==> src/rtl/core/sliding_window_rank_select_top_assert.svh <==
// Assertion macros for the sliding window rank select block.
`ifndef SLIDING_WINDOW_RANK_SELECT_TOP_ASSERT_SVH
`define SLIDING_WINDOW_RANK_SELECT_TOP_ASSERT_SVH

// Same-cycle implication, disabled during reset.
`define SWRS_ASSERT_IMPL(lbl, clk, rst, ante, cons) \
  lbl: assert property (@(posedge clk) disable iff (rst) (ante) |-> (cons)) \
    else $error("sliding window rank select: same-cycle check failed");

// Next-cycle implication, disabled during reset.
`define SWRS_ASSERT_NEXT(lbl, clk, rst, ante, cons) \
  lbl: assert property (@(posedge clk) disable iff (rst) (ante) |=> (cons)) \
    else $error("sliding window rank select: next-cycle check failed");

`endif

==> src/rtl/core/swrs_pkg.sv <==
package swrs_pkg;

  localparam int SAMPLE_W     = 7;
  localparam int CFG_W        = 9;
  localparam int CFG_IDX_W    = 1;
  localparam int NUM_BINS     = 128;
  localparam int VALUE_OFFSET = 64;
  localparam int MAX_WINDOW   = 256;

  localparam int BIN_W      = $clog2(NUM_BINS);
  localparam int LIDX_W     = (BIN_W > 1) ? $clog2(BIN_W) : 1;
  localparam int PTR_W      = (MAX_WINDOW > 1) ? $clog2(MAX_WINDOW) : 1;
  localparam int CNT_W      = $clog2(MAX_WINDOW + 1);
  localparam int SAMPLE_MIN = -(2 ** (SAMPLE_W - 1));

  typedef logic signed [SAMPLE_W-1:0] sample_t;
  typedef logic [CFG_W-1:0]           cfg_t;
  typedef logic [CFG_IDX_W-1:0]       cfg_idx_t;
  typedef logic [BIN_W-1:0]           bin_t;
  typedef logic [LIDX_W-1:0]          lidx_t;
  typedef logic [PTR_W-1:0]           ptr_t;
  typedef logic [CNT_W-1:0]           cnt_t;

  // register indexes
  localparam cfg_idx_t REG_WINDOW_LENGTH = cfg_idx_t'(0);
  localparam cfg_idx_t REG_RANK          = cfg_idx_t'(1);

  localparam cfg_t  CFG_RESET = cfg_t'(1);
  localparam lidx_t LAST_LVL  = lidx_t'(BIN_W - 1);

  typedef enum logic [2:0] {
    S_IDLE,
    S_INC,
    S_PRIME,
    S_DESC,
    S_RESULT,
    S_DEC
  } state_t;

  // which bin drives the count tree address
  typedef enum logic [1:0] {
    SEL_LIVE,
    SEL_NEW,
    SEL_OLD,
    SEL_PATH
  } sel_t;

  typedef struct packed {
    logic  accept;
    logic  ring_rd;
    logic  inc_wr;
    logic  desc_init;
    logic  desc_step;
    logic  load_out;
    logic  dec_wr;
    sel_t  sel;
    lidx_t lvl;
  } cmd_t;

  typedef struct packed {
    logic emit;
    logic hit;
    logic out_busy;
  } stat_t;

  function automatic bin_t bin_of(sample_t s);
    int b;
    b = int'(s) + VALUE_OFFSET;
    if (b < 0) begin
      b = 0;
    end else if (b > NUM_BINS - 1) begin
      b = NUM_BINS - 1;
    end
    return bin_t'(b);
  endfunction

  function automatic sample_t beauty_of(bin_t i);
    int v;
    v = int'(i) - VALUE_OFFSET;
    if (v >= 0) begin
      v = 0;
    end else if (v < SAMPLE_MIN) begin
      v = SAMPLE_MIN;
    end
    return sample_t'(v);
  endfunction

endpackage

==> src/rtl/core/swrs_ctrl.sv <==
module swrs_ctrl (
  input  logic            clk,
  input  logic            rst,
  input  logic            in_valid,
  output logic            in_ready,
  input  swrs_pkg::stat_t stat,
  output swrs_pkg::cmd_t  cmd
);
  import swrs_pkg::*;

  state_t state, state_next;
  lidx_t  lvl, lvl_next;

  always_ff @(posedge clk) begin
    if (rst) begin
      state <= S_IDLE;
      lvl   <= '0;
    end else begin
      state <= state_next;
      lvl   <= lvl_next;
    end
  end

  always_comb begin
    state_next = state;
    lvl_next   = lvl;
    unique case (state)
      S_IDLE: begin
        if (in_valid) state_next = S_INC;
      end
      S_INC: begin
        if (!stat.emit) begin
          state_next = S_IDLE;
        end else if (stat.hit) begin
          state_next = S_PRIME;
        end else begin
          state_next = S_RESULT;
        end
      end
      S_PRIME: begin
        state_next = S_DESC;
        lvl_next   = '0;
      end
      S_DESC: begin
        if (lvl == LAST_LVL) begin
          state_next = S_RESULT;
        end else begin
          lvl_next = lvl + lidx_t'(1);
        end
      end
      S_RESULT: begin
        if (!stat.out_busy) state_next = S_DEC;
      end
      S_DEC: begin
        state_next = S_IDLE;
      end
      default: state_next = S_IDLE;
    endcase
  end

  always_comb begin
    cmd      = '0;
    cmd.sel  = SEL_LIVE;
    cmd.lvl  = lvl;
    in_ready = 1'b0;
    unique case (state)
      S_IDLE: begin
        in_ready   = 1'b1;
        cmd.accept = in_valid;
      end
      S_INC: begin
        cmd.sel       = SEL_NEW;
        cmd.inc_wr    = 1'b1;
        cmd.ring_rd   = 1'b1;
        cmd.desc_init = 1'b1;
      end
      S_PRIME: begin
        cmd.sel = SEL_PATH;
      end
      S_DESC: begin
        cmd.sel       = SEL_PATH;
        cmd.desc_step = 1'b1;
      end
      S_RESULT: begin
        cmd.sel      = SEL_OLD;
        cmd.load_out = !stat.out_busy;
      end
      S_DEC: begin
        cmd.sel    = SEL_OLD;
        cmd.dec_wr = 1'b1;
      end
      default: cmd.sel = SEL_LIVE;
    endcase
  end

endmodule

==> src/rtl/core/swrs_dp.sv <==
module swrs_dp (
  input  logic               clk,
  input  logic               rst,
  input  logic               cfg_we,
  input  swrs_pkg::cfg_idx_t cfg_index,
  input  swrs_pkg::cfg_t     cfg_data,
  input  swrs_pkg::sample_t  sample,
  output swrs_pkg::sample_t  beauty,
  output logic               out_valid,
  input  logic               out_ready,
  input  swrs_pkg::cmd_t     cmd,
  output swrs_pkg::stat_t    stat
);
  import swrs_pkg::*;

  cfg_t    window_length;
  cfg_t    rank;
  cnt_t    fill;
  ptr_t    ptr;
  bin_t    bin_q;
  sample_t ring_q;
  bin_t    path;
  bin_t    path_next;
  cnt_t    want;
  cnt_t    len_eff;
  cfg_t    rank_eff;
  bin_t    sel_bin;
  ptr_t    oldest;
  cnt_t    left;
  logic    go_right;
  lidx_t   bitpos;
  logic    lvl_wr;
  cnt_t    rd_lvl [BIN_W];
  sample_t ring [MAX_WINDOW];

  // configuration
  always_ff @(posedge clk) begin
    if (rst) begin
      window_length <= CFG_RESET;
      rank          <= CFG_RESET;
    end else if (cfg_we) begin
      if (cfg_index == REG_WINDOW_LENGTH) begin
        window_length <= cfg_data;
      end else if (cfg_index == REG_RANK) begin
        rank <= cfg_data;
      end
    end
  end

  always_comb begin
    if (window_length == '0) begin
      len_eff = cnt_t'(1);
    end else if (32'(window_length) > MAX_WINDOW) begin
      len_eff = cnt_t'(MAX_WINDOW);
    end else begin
      len_eff = cnt_t'(window_length);
    end
    rank_eff = (rank == '0) ? cfg_t'(1) : rank;
  end

  assign stat.emit     = fill >= len_eff;
  assign stat.hit      = 32'(rank_eff) <= 32'(fill);
  assign stat.out_busy = out_valid && !out_ready;

  // fill count and ring pointer
  always_ff @(posedge clk) begin
    if (rst) begin
      fill <= '0;
      ptr  <= '0;
    end else if (cmd.accept) begin
      ptr <= ptr + ptr_t'(1);
      if (fill != cnt_t'(MAX_WINDOW)) fill <= fill + cnt_t'(1);
    end else if (cmd.dec_wr) begin
      fill <= fill - cnt_t'(1);
    end
  end

  assign oldest = ptr - ptr_t'(fill);

  // sample ring
  always_ff @(posedge clk) begin
    if (cmd.accept) ring[ptr] <= sample;
    if (cmd.ring_rd) ring_q <= ring[oldest];
    if (cmd.accept) bin_q <= bin_of(sample);
  end

  // descent through the count tree, one level per cycle
  assign left     = rd_lvl[cmd.lvl];
  assign go_right = want > left;
  assign bitpos   = LAST_LVL - cmd.lvl;

  always_comb begin
    path_next = path;
    if (cmd.desc_step && go_right) path_next[bitpos] = 1'b1;
  end

  always_ff @(posedge clk) begin
    if (cmd.desc_init) begin
      path <= '0;
      want <= cnt_t'(rank_eff);
    end else if (cmd.desc_step) begin
      path <= path_next;
      if (go_right) want <= want - left;
    end
  end

  always_comb begin
    unique case (cmd.sel)
      SEL_LIVE: sel_bin = bin_of(sample);
      SEL_NEW:  sel_bin = bin_q;
      SEL_OLD:  sel_bin = bin_of(ring_q);
      SEL_PATH: sel_bin = path_next;
      default:  sel_bin = bin_q;
    endcase
  end

  assign lvl_wr = cmd.inc_wr || cmd.dec_wr;

  // count tree: level g+1 has 2**(g+1) node sums, the last level is the histogram
  for (genvar g = 0; g < BIN_W; g++) begin : g_lvl
    localparam int L     = g + 1;
    localparam int DEPTH = 2 ** L;

    cnt_t             mem [DEPTH];
    logic [DEPTH-1:0] vld;
    logic [L-1:0]     addr;
    cnt_t             rdata;
    cnt_t             wdata;

    assign addr      = sel_bin[BIN_W-1 -: L];
    assign rd_lvl[g] = rdata;

    always_comb begin
      if (cmd.inc_wr) begin
        wdata = rdata + cnt_t'(1);
      end else if (rdata != '0) begin
        wdata = rdata - cnt_t'(1);
      end else begin
        wdata = rdata;
      end
    end

    always_ff @(posedge clk) begin
      if (lvl_wr) mem[addr] <= wdata;
      rdata <= vld[addr] ? mem[addr] : '0;
    end

    always_ff @(posedge clk) begin
      if (rst) begin
        vld <= '0;
      end else if (lvl_wr) begin
        vld[addr] <= 1'b1;
      end
    end
  end

  // output register
  always_ff @(posedge clk) begin
    if (rst) begin
      out_valid <= 1'b0;
    end else if (cmd.load_out) begin
      out_valid <= 1'b1;
    end else if (out_ready) begin
      out_valid <= 1'b0;
    end
  end

  always_ff @(posedge clk) begin
    if (cmd.load_out) beauty <= stat.hit ? beauty_of(path) : '0;
  end

endmodule

==> src/rtl/core/sliding_window_rank_select_top.sv <==
// Sliding-window rank filter. Each input beat carries one signed 7-bit sample;
// the block keeps the last window_length samples (a 256-entry ring) and a
// histogram of them held as a binary count tree of 128 leaf bins. Once the
// window is full, every beat yields one output beat: the rank-th smallest
// sample in the window (rank 1 = minimum) if it is negative, else 0; 0 also
// when rank exceeds the samples held. Register 0 is window_length (0 acts as
// 1, values above 256 act as 256), register 1 is rank (0 acts as 1); both
// reset to 1. The user must write them only while the block is idle; the
// block itself does not enforce this. Shrinking the window takes full
// effect only after reset. Steps per beat: accept and read the tree, write
// the increment, then, once the window is full and rank is within the fill,
// a seven-level descent of the count tree (a priming read, then one level per
// cycle), then load the output register and remove the oldest sample; while
// the window fills only the accept and increment steps run. A finished result
// waits in the output register; the next beat is accepted meanwhile, and only
// the load of the following result waits for it to be taken. The histogram
// clears at reset through per-entry valid bits, so no clearing pass is needed.
`include "sliding_window_rank_select_top_assert.svh"

module sliding_window_rank_select_top (
  input  logic               clk,
  input  logic               rst,
  input  logic               cfg_we,
  input  swrs_pkg::cfg_idx_t cfg_index,
  input  swrs_pkg::cfg_t     cfg_data,
  input  logic               in_valid,
  output logic               in_ready,
  input  swrs_pkg::sample_t  sample,
  output logic               out_valid,
  input  logic               out_ready,
  output swrs_pkg::sample_t  beauty
);
  import swrs_pkg::*;

  cmd_t  cmd;
  stat_t stat;

  // sequencer: accept, tree update, descent, result load, oldest removal
  swrs_ctrl u_ctrl (
    .clk      (clk),
    .rst      (rst),
    .in_valid (in_valid),
    .in_ready (in_ready),
    .stat     (stat),
    .cmd      (cmd)
  );

  // ring, count tree, config registers and output register
  swrs_dp u_dp (
    .clk       (clk),
    .rst       (rst),
    .cfg_we    (cfg_we),
    .cfg_index (cfg_index),
    .cfg_data  (cfg_data),
    .sample    (sample),
    .beauty    (beauty),
    .out_valid (out_valid),
    .out_ready (out_ready),
    .cmd       (cmd),
    .stat      (stat)
  );

  // an accepted beat always moves to the tree update first
  `SWRS_ASSERT_NEXT(a_accept_then_busy, clk, rst, in_valid && in_ready, !in_ready)
  // the oldest sample is removed right after the result load
  `SWRS_ASSERT_IMPL(a_dec_after_load, clk, rst, cmd.dec_wr, $past(cmd.load_out))
  // a result never overwrites one still waiting to be taken
  `SWRS_ASSERT_IMPL(a_load_into_free, clk, rst, cmd.load_out, !out_valid || out_ready)

endmodule

==> config.mk <==
export PLATFORM = sky130hd
export DESIGN_NAME = sliding_window_rank_select_top
export DESIGN_NICKNAME = d
export VERILOG_FILES = /design/src/rtl/core/swrs_pkg.sv /design/src/rtl/core/swrs_ctrl.sv /design/src/rtl/core/swrs_dp.sv /design/src/rtl/core/sliding_window_rank_select_top.sv
export VERILOG_INCLUDE_DIRS = /design/src /design/src/rtl/core
export SDC_FILE = /design/constraint.sdc
export NUM_CORES = 2
export LEC_CHECK = 0
export ABC_AREA = 0
export BUFFER_PORTS_ARGS = -buffer_cell sky130_fd_sc_hd__buf_2
export CORE_MARGIN = 4
export CORE_UTILIZATION = 45
export DETAILED_ROUTE_END_ITERATION = 12
export REMOVE_ABC_BUFFERS = 1
export SKIP_CTS_REPAIR_TIMING = 1
export SLEW_MARGIN = 20
export SYNTH_ARGS = -nofsm -noshare
export SYNTH_HDL_FRONTEND = slang
export SYNTH_SLANG_ARGS = --single-unit
==> constraint.sdc <==
create_clock -name clk -period 16.7 [get_ports clk]
set_input_delay 0.835 -clock clk [delete_from_list [all_inputs] [get_ports clk]]
set_output_delay 0.835 -clock clk [all_outputs]
set_load 0.02 [all_outputs]
Yosys cells after proc, flatten, opt, wreduce, memory -nomap -nowiden:

Memory sizes are Yosys's and may differ from the RTL's. A register that Yosys moved wholly into a read port is not among the register bits.
Cells that the tools add are included.

* input port bits: 22
* memories kept: 8
* bits in writable memories: 4078
* bits in registers: 326
* output and inout bits: 9
* logic and storage cells: 234

Memories
* u_dp.ring: depth 256, bits a word 7, read ports 1, clocked after memory_dff 1, wr ports 1, line swrs_dp.sv:34 `sample_t ring [MAX_WINDOW];`
* u_dp.g_lvl[6].mem: depth 128, bits a word 9, read ports 1, clocked after memory_dff 1, wr ports 1, line swrs_dp.sv:124 `cnt_t mem [DEPTH];`
* u_dp.g_lvl[5].mem: depth 64, bits a word 9, read ports 1, clocked after memory_dff 1, wr ports 1, line swrs_dp.sv:124
* u_dp.g_lvl[4].mem: depth 32, bits a word 9, read ports 1, clocked after memory_dff 1, wr ports 1, line swrs_dp.sv:124
* u_dp.g_lvl[3].mem: depth 16, bits a word 9, read ports 1, clocked after memory_dff 1, wr ports 1, line swrs_dp.sv:124
* u_dp.g_lvl[2].mem: depth 8, bits a word 9, read ports 1, clocked after memory_dff 1, wr ports 1, line swrs_dp.sv:124
* 2 more memories

* multiplexer cells: 84
* reductions and logical operators: 46
* add/sub/neg operators: 24
* $lt $le $gt $ge: 27
* equal/unequal tests: 15
* bitwise logic cells: 11

Operators with widths (count)
* two-way mux 9 bit: 25
* bitwise OR 128 bit: 1
* adder 9 x 1 -> 9 bit, second input constant: 8
* subtractor 9 x 1 -> 9 bit, second input constant: 8
* bitwise OR 64 bit: 1
* nonzero test 9 bit: 7
* two-way mux 7 bit: 6
* bitwise OR 32 bit: 1
* one-hot mux 7 bit (4 select lines): 1
* binary-select mux 9 bit (select 3 bit): 1
* two-way mux 1 bit: 27
* two-way mux 3 bit: 7
* adder 7 x 8 -> 9 bit, second input constant: 2
* > comparator 9 x 8 -> 1 bit, second input constant: 2
* zero test 9 bit: 2
* less-than comparator 9 x 1 -> 1 bit, second input constant: 2
* bitwise OR 16 bit: 1
* one-hot mux 3 bit (5 select lines): 1
* logical AND 1 bit: 10
* AND reduction 2 bit: 5
* nonzero test 2 bit: 5
* == test 3 bit, second input constant: 3
* >= comparator 9 bit: 1
* > comparator 9 bit: 1
* 60 further kinds: 79

Longest topological paths before layout:

* depth after elaboration: 13
* gate-level depth with buffers: 22
* gate-level depth less buffers: 19

Cells and area by module:

A second synthesis with hierarchy kept.

* cells, all modules: 11789
* area total of the unflattened synthesis: 179096.8 µm²

Modules (own cells, without submodules)
* swrs_dp: seq. area each 130565.2 µm², area each 178651.3 µm², times used 1, cells an instance 11741
* swrs_ctrl: seq. area each 120.1 µm², area each 445.4 µm², times used 1, cells an instance 48

Least setup slack after synthesis:

Ideal clock, no wire load.

* kind: register to register
* start point: register u_ctrl.state[1]
* end point: memory u_dp.g_lvl[6].mem[0][1] in the netlist's numbering (data pin)
* cell stages (with the launch flop): 11
* path buffers: 6
* arrival time: 7.577 ns
* library setup time: 1.320 ns
* data required time: 15.380 ns
* clock period less this slack: 8.897 ns
* slack: 7.803 ns
* cell sequence: dfxtp_1 clkbuf_1 buf_1 or2_2 clkbuf_1 inv_1 clkbuf_1 clkbuf_1 buf_1 nor3_1 a311oi_1

* word-level cells in the longest chain between the ends: 3

Ends and longest elaborated chain
* start, declared: line swrs_ctrl.sv:11 `state_t state, state_next;`
* start signal, assigned: line swrs_ctrl.sv:19 `state <= state_next;`
* == test 3 x 1 -> 1 bit: line swrs_ctrl.sv:66 `unique case (state)`
* two-way mux 3 bit: line swrs_ctrl.sv:66
* two-way mux 9 bit: line swrs_dp.sv:134 `if (cmd.inc_wr) begin`
* via u_dp.g_lvl[6].wdata[1]: line swrs_dp.sv:128 `cnt_t wdata;`
* end, declared: line swrs_dp.sv:124

The timed path passes the listed nets, and every way through them passes these cells.

Final worst setup path:

* start point: register u_ctrl.lvl[0]
* end point: memory u_dp.g_lvl[6].mem[126][1] in the netlist's numbering (enable)

* word-level cells in the longest chain between the ends: 8
* elaborated cells on any way between the ends: 15
* those cells by class: add/sub (1); order compare (3); mux (7); bitwise (2); reduce/logical (2)

Ends and longest elaborated chain
* start, declared: line swrs_ctrl.sv:12 `lidx_t lvl, lvl_next;`
* start signal, assigned: line swrs_ctrl.sv:20 `lvl <= lvl_next;`
* subtractor 3 bit / NOT 3 -> 4 bit (equally long branches): line swrs_dp.sv:90, swrs_dp.sv:88
* less-than comparator 3 x 4 -> 1 bit (not written as such), or another cell as far along: line swrs_dp.sv:94 `if (cmd.desc_step && go_right) path_next[bitpos] = 1'b1;`
* logical AND 1 bit (not written as such) / two-way mux 9 bit (equally long branches): line swrs_dp.sv:94, swrs_dp.sv:88
* two-way mux 1 bit (not written as such) / two-way mux 9 bit (equally long branches): line swrs_dp.sv:94, swrs_dp.sv:88
* demux 1 bit (select 3 bit) / > comparator 9 bit (equally long branches)
* bitwise OR 7 bit (no line) / logical AND 1 bit (equally long branches)
* two-way mux 7 bit *: line swrs_dp.sv:94
* one-hot mux 7 bit (4 select lines) *: line swrs_dp.sv:108 `unique case (cmd.sel)`

Mark *: on every way between the ends. The rest lies on a longest branch, timed or not. The select of a mux whose other input is x is not followed.

==> flow_summary.json <==
{
  "ys_ff_latch": 4474,
  "num_rows": 230,
  "setup_viol": 0,
  "rsz0062_at_grt": "no",
  "grt_use_total_pct": 22.1,
  "regToRegSetupSlack_ns": 7.89,
  "start_kind": "flip-flop",
  "synth_area_sq_mm": 0.178,
  "comb_power_share_pct": 38.2,
  "die-area_sq_mm": 0.406,
  "p_sw_share_pct": 36.2,
  "synth_flop_cell": "edfxtp_1",
  "cts_num_sinks": 4474,
  "grt_pass1_vias": 101000,
  "grt_pass1_wl_microns": 678000,
  "min_period_ns": 8.81,
  "relSlewSlack_pct": 23.0,
  "status": "finished, final reports clean",
  "synthAdderAreaFrac_pct": 0.462,
  "finalHoldViolCount": 0,
  "synth_top_family_by_area": "simple AND/OR/NAND/NOR gates",
  "power_leakage_nw": 64.6,
  "yosysWarnings": 0,
  "clk_path_buf_depth": 4,
  "finalNonFillerCells": 17400,
  "final_common_cell": "edfxtp_1",
  "end_kind": "flip-flop",
  "cts.clk_slew.worst_paths_ns": 0.06,
  "cp_common_cell": "nand2_1",
  "clock-skew-final_ns": 0.0772,
  "hold_path_end": "u_dp.window_length[5]",
  "fmax_ghz": 0.113,
  "start_util_pct": 45.3,
  "seq_power_share_pct": 36.5,
  "critPathMaxFanout": 53,
  "hpwl_microns": 268000,
  "synth_top_area_share_pct": 69.2,
  "synth_compound_area_share_pct": 4.69,
  "drc": 0,
  "crit_family": "simple AND/OR/NAND/NOR gates",
  "first_pass_iters": 6,
  "pre_cts_ws_ns": 7.80,
  "critPathBufInv": 3,
  "tightest_slew_ns": 1.15,
  "synth_cells": 11900,
  "gp_congestion": 0.857,
  "final_cell_mix": "edfxtp_1 (4108), nand2_1 (2286), nor2_1 (1021)",
  "place_area_sq_mm": 0.184,
  "ios": 31,
  "holdCritPathClass": "input port to flip-flop",
  "die_x_microns": 637,
  "crit_chain": "clkinv_1, nor2_1, nand2_1, o211ai_1, o21ai_0, ha_1, nand3_1, o21bai_1, a31oi_4, a41o_1, o21a_4, nand2_1, inv_1, nand2_1, inv_1, nand2_2, nor4_2",
  "r2r_start": "u_ctrl.lvl[0]",
  "intPower_mw": 25.2,
  "powerDensity_mw_per_mm2": 199,
  "hold_path_depth": 3,
  "synthXorXnorAreaFrac_pct": 0.383,
  "async_reset_ff_share_pct": 0,
  "drtIter0Drc": 12300,
  "postLayoutCoreUtil_pct": 50.5,
  "ys_top_cells_by_area": "edfxtp_1 (69%), mux4_2 (7.6%), nand2_1 (4.8%)",
  "core_area_sq_mm": 0.393,
  "dpl.cell_count": 16600,
  "switchingPower_mw": 14.3,
  "cts_tree": "built",
  "drv_cap": 0,
  "seq_area_frac_synth_pct": 73.3,
  "wire_per_inst_microns": 26.3,
  "synth.distinct_cells": 76,
  "final_area_sq_mm": 0.199,
  "slew_violations": 0,
  "worstPathArrival_ns": 9.40,
  "synth_edf_count": 4108,
  "fillCellCount": 32200,
  "die_height_microns": 637,
  "slowest_delay_ns": 1.05,
  "path_class": "flip-flop to flip-flop",
  "r2r-end": "u_dp.g_lvl[6].mem[126][1]",
  "layout-drive-gt1-share_pct": 13.5,
  "final_nets": 11900,
  "clk_latency_ns": 1.02,
  "yosys.area_share.simple_pct": 10.6,
  "h-tree-depth": 5,
  "ff2ff_path_depth": 17,
  "synth_top_cell_by_area": "edfxtp_1",
  "antenna_found_initial": 25,
  "routed_wl_microns": 459000,
  "pwr-share-clk_pct": 25.3,
  "syn2layout_area_growth_pct": 11.4,
  "portBuffers": 30,
  "cp.required_ns": 17.29,
  "worstHoldStart": "cfg_data[5]",
  "grt_max_degree": 179,
  "finalSetupTns_ns": 0,
  "setup_ws_ns": 7.89,
  "cts_root_buf": "clkbuf_16",
  "fin_crit_sh_pct": 52.8,
  "drtAntennaViolNets": 0,
  "grt-ovfl-total": 0,
  "irDropWorstVdd_v": 0.000236,
  "avgSynthCellArea_sq_um": 15.0,
  "synthMuxAreaShare_pct": 8.39,
  "avgViaCountPerCell": 5.89,
  "num_vias": 103000,
  "worst_path_max_delay_cell": "nor4_2",
  "numCtsBuffers": 446
}
==> power by group through the flow <==
| stage | logic [mW] | registers (mW) | clock network, mW |
|---|---|---|---|
| global placement | 14.9 | 14.7 | 0 |
| floorplan | 12.1 | 14.8 | 0 |
| CTS | 15.2 | 14.4 | 10.1 |
| detailed placement | 15.2 | 14.7 | 0 |
| finish | 15.1 | 14.4 | 9.98 |
| global route | 16.0 | 14.4 | 10.6 |
==> state kept, by name, indices dropped and copies added, names as in the netlist <==
name and flops:
u_dp.ring 1792, u_dp.rank 9, u_dp.fill 9, u_dp.beauty 7, u_dp.ptr 8, u_ctrl.state 3, u_dp.bin_q 7, u_dp.g_lvl.vld 254
u_dp.out_valid 1, u_dp.g_lvl.rdata 63, u_ctrl.lvl 3, u_dp.g_lvl.mem 2286, u_dp.ring_q 7, u_dp.want 9, u_dp.window_length 9, u_dp.path 7
==> worst max path at each step <==
stage,cells past startpoint,slack [ns],endpoint,start
floorplan,8,-2.78,u_dp.ring_q[0],u_dp.ptr[0]
global placement,17,7.66,u_dp.g_lvl[5].mem[62][2],u_ctrl.lvl[0]
detailed placement,17,7.80,u_dp.g_lvl[6].mem[123][4],u_ctrl.lvl[0]
CTS,17,7.82,u_dp.g_lvl[5].mem[62][2],u_ctrl.lvl[0]
global route,17,7.23,u_dp.g_lvl[6].mem[125][1],u_ctrl.lvl[0]
finish,17,7.89,u_dp.g_lvl[6].mem[126][1],u_ctrl.lvl[0]
==> worst min-delay path, delay by kind of cell <==
family / cells / cell delay (ns)
AOI/OAI and AO/OA: 1 / 0.05
buffers and inverters: 1 / 0.11
and+or+nand+nor: 1 / 0.05
==> logic make-up after synthesis <==
| kind of cell | after synthesis |
|---|---|
| xor+xnor | 78 |
| mux | 740 |
| flops | 4474 |
| fa+ha+maj | 64 |
| simple gates | 4516 |
| compound gates | 1191 |
| buf+inv | 847 |
==> routing by layer <==
metal	share of wire (%)	vias to the layer above	GRT usage, %
li1	-	44900	-
met1	41	52600	31.0
met2	48	4214	35.4
met3	7.4	755	3.36
met4	3.5	4	7.29
met5	0.0059	-	0
==> synth_stat cells (49+ instances only) <==
library cell,instances
edfxtp_1,4108
nand2_1,2299
nor2_1,1060
nand3_1,690
mux4_2,602
clkbuf_1,391
dfxtp_1,366
a21oi_1,334
a311oi_1,259
buf_2,228
and3_1,213
a31oi_1,137
mux2i_1,129
buf_1,118
o21ai_0,90
nor3_1,77
ha_1,61
a221oi_1,54
inv_1,51
a211oi_1,49
==> cell type report <==
| cell class | instances | area [sq um] | area share [%] |
|---|---|---|---|
| diodes | 21 | 52.6 | 0.0265 |
| clock buffers | 625 | 12500 | 6.30 |
| clock inverters | 212 | 2250 | 1.13 |
| inverters | 54 | 203 | 0.102 |
| multi-input cells | 6589 | 44400 | 22.4 |
| flip-flops and latches | 4474 | 131000 | 65.8 |
| well taps | 5220 | 6530 | 3.29 |
| repair buffers | 221 | 1870 | 0.941 |
==> through the flow <==
stage          total power [mW]  hold WS, ns
2_1_floorplan              26.8        0.432
3_3_place_gp               29.6        0.443
3_5_place_dp               29.8        0.455
4_1_cts                    39.7       0.0191
5_1_grt                    41.1       0.0601
6_report                   39.5        0.115
Note: power is estimated with default switching activity, not from simulation.
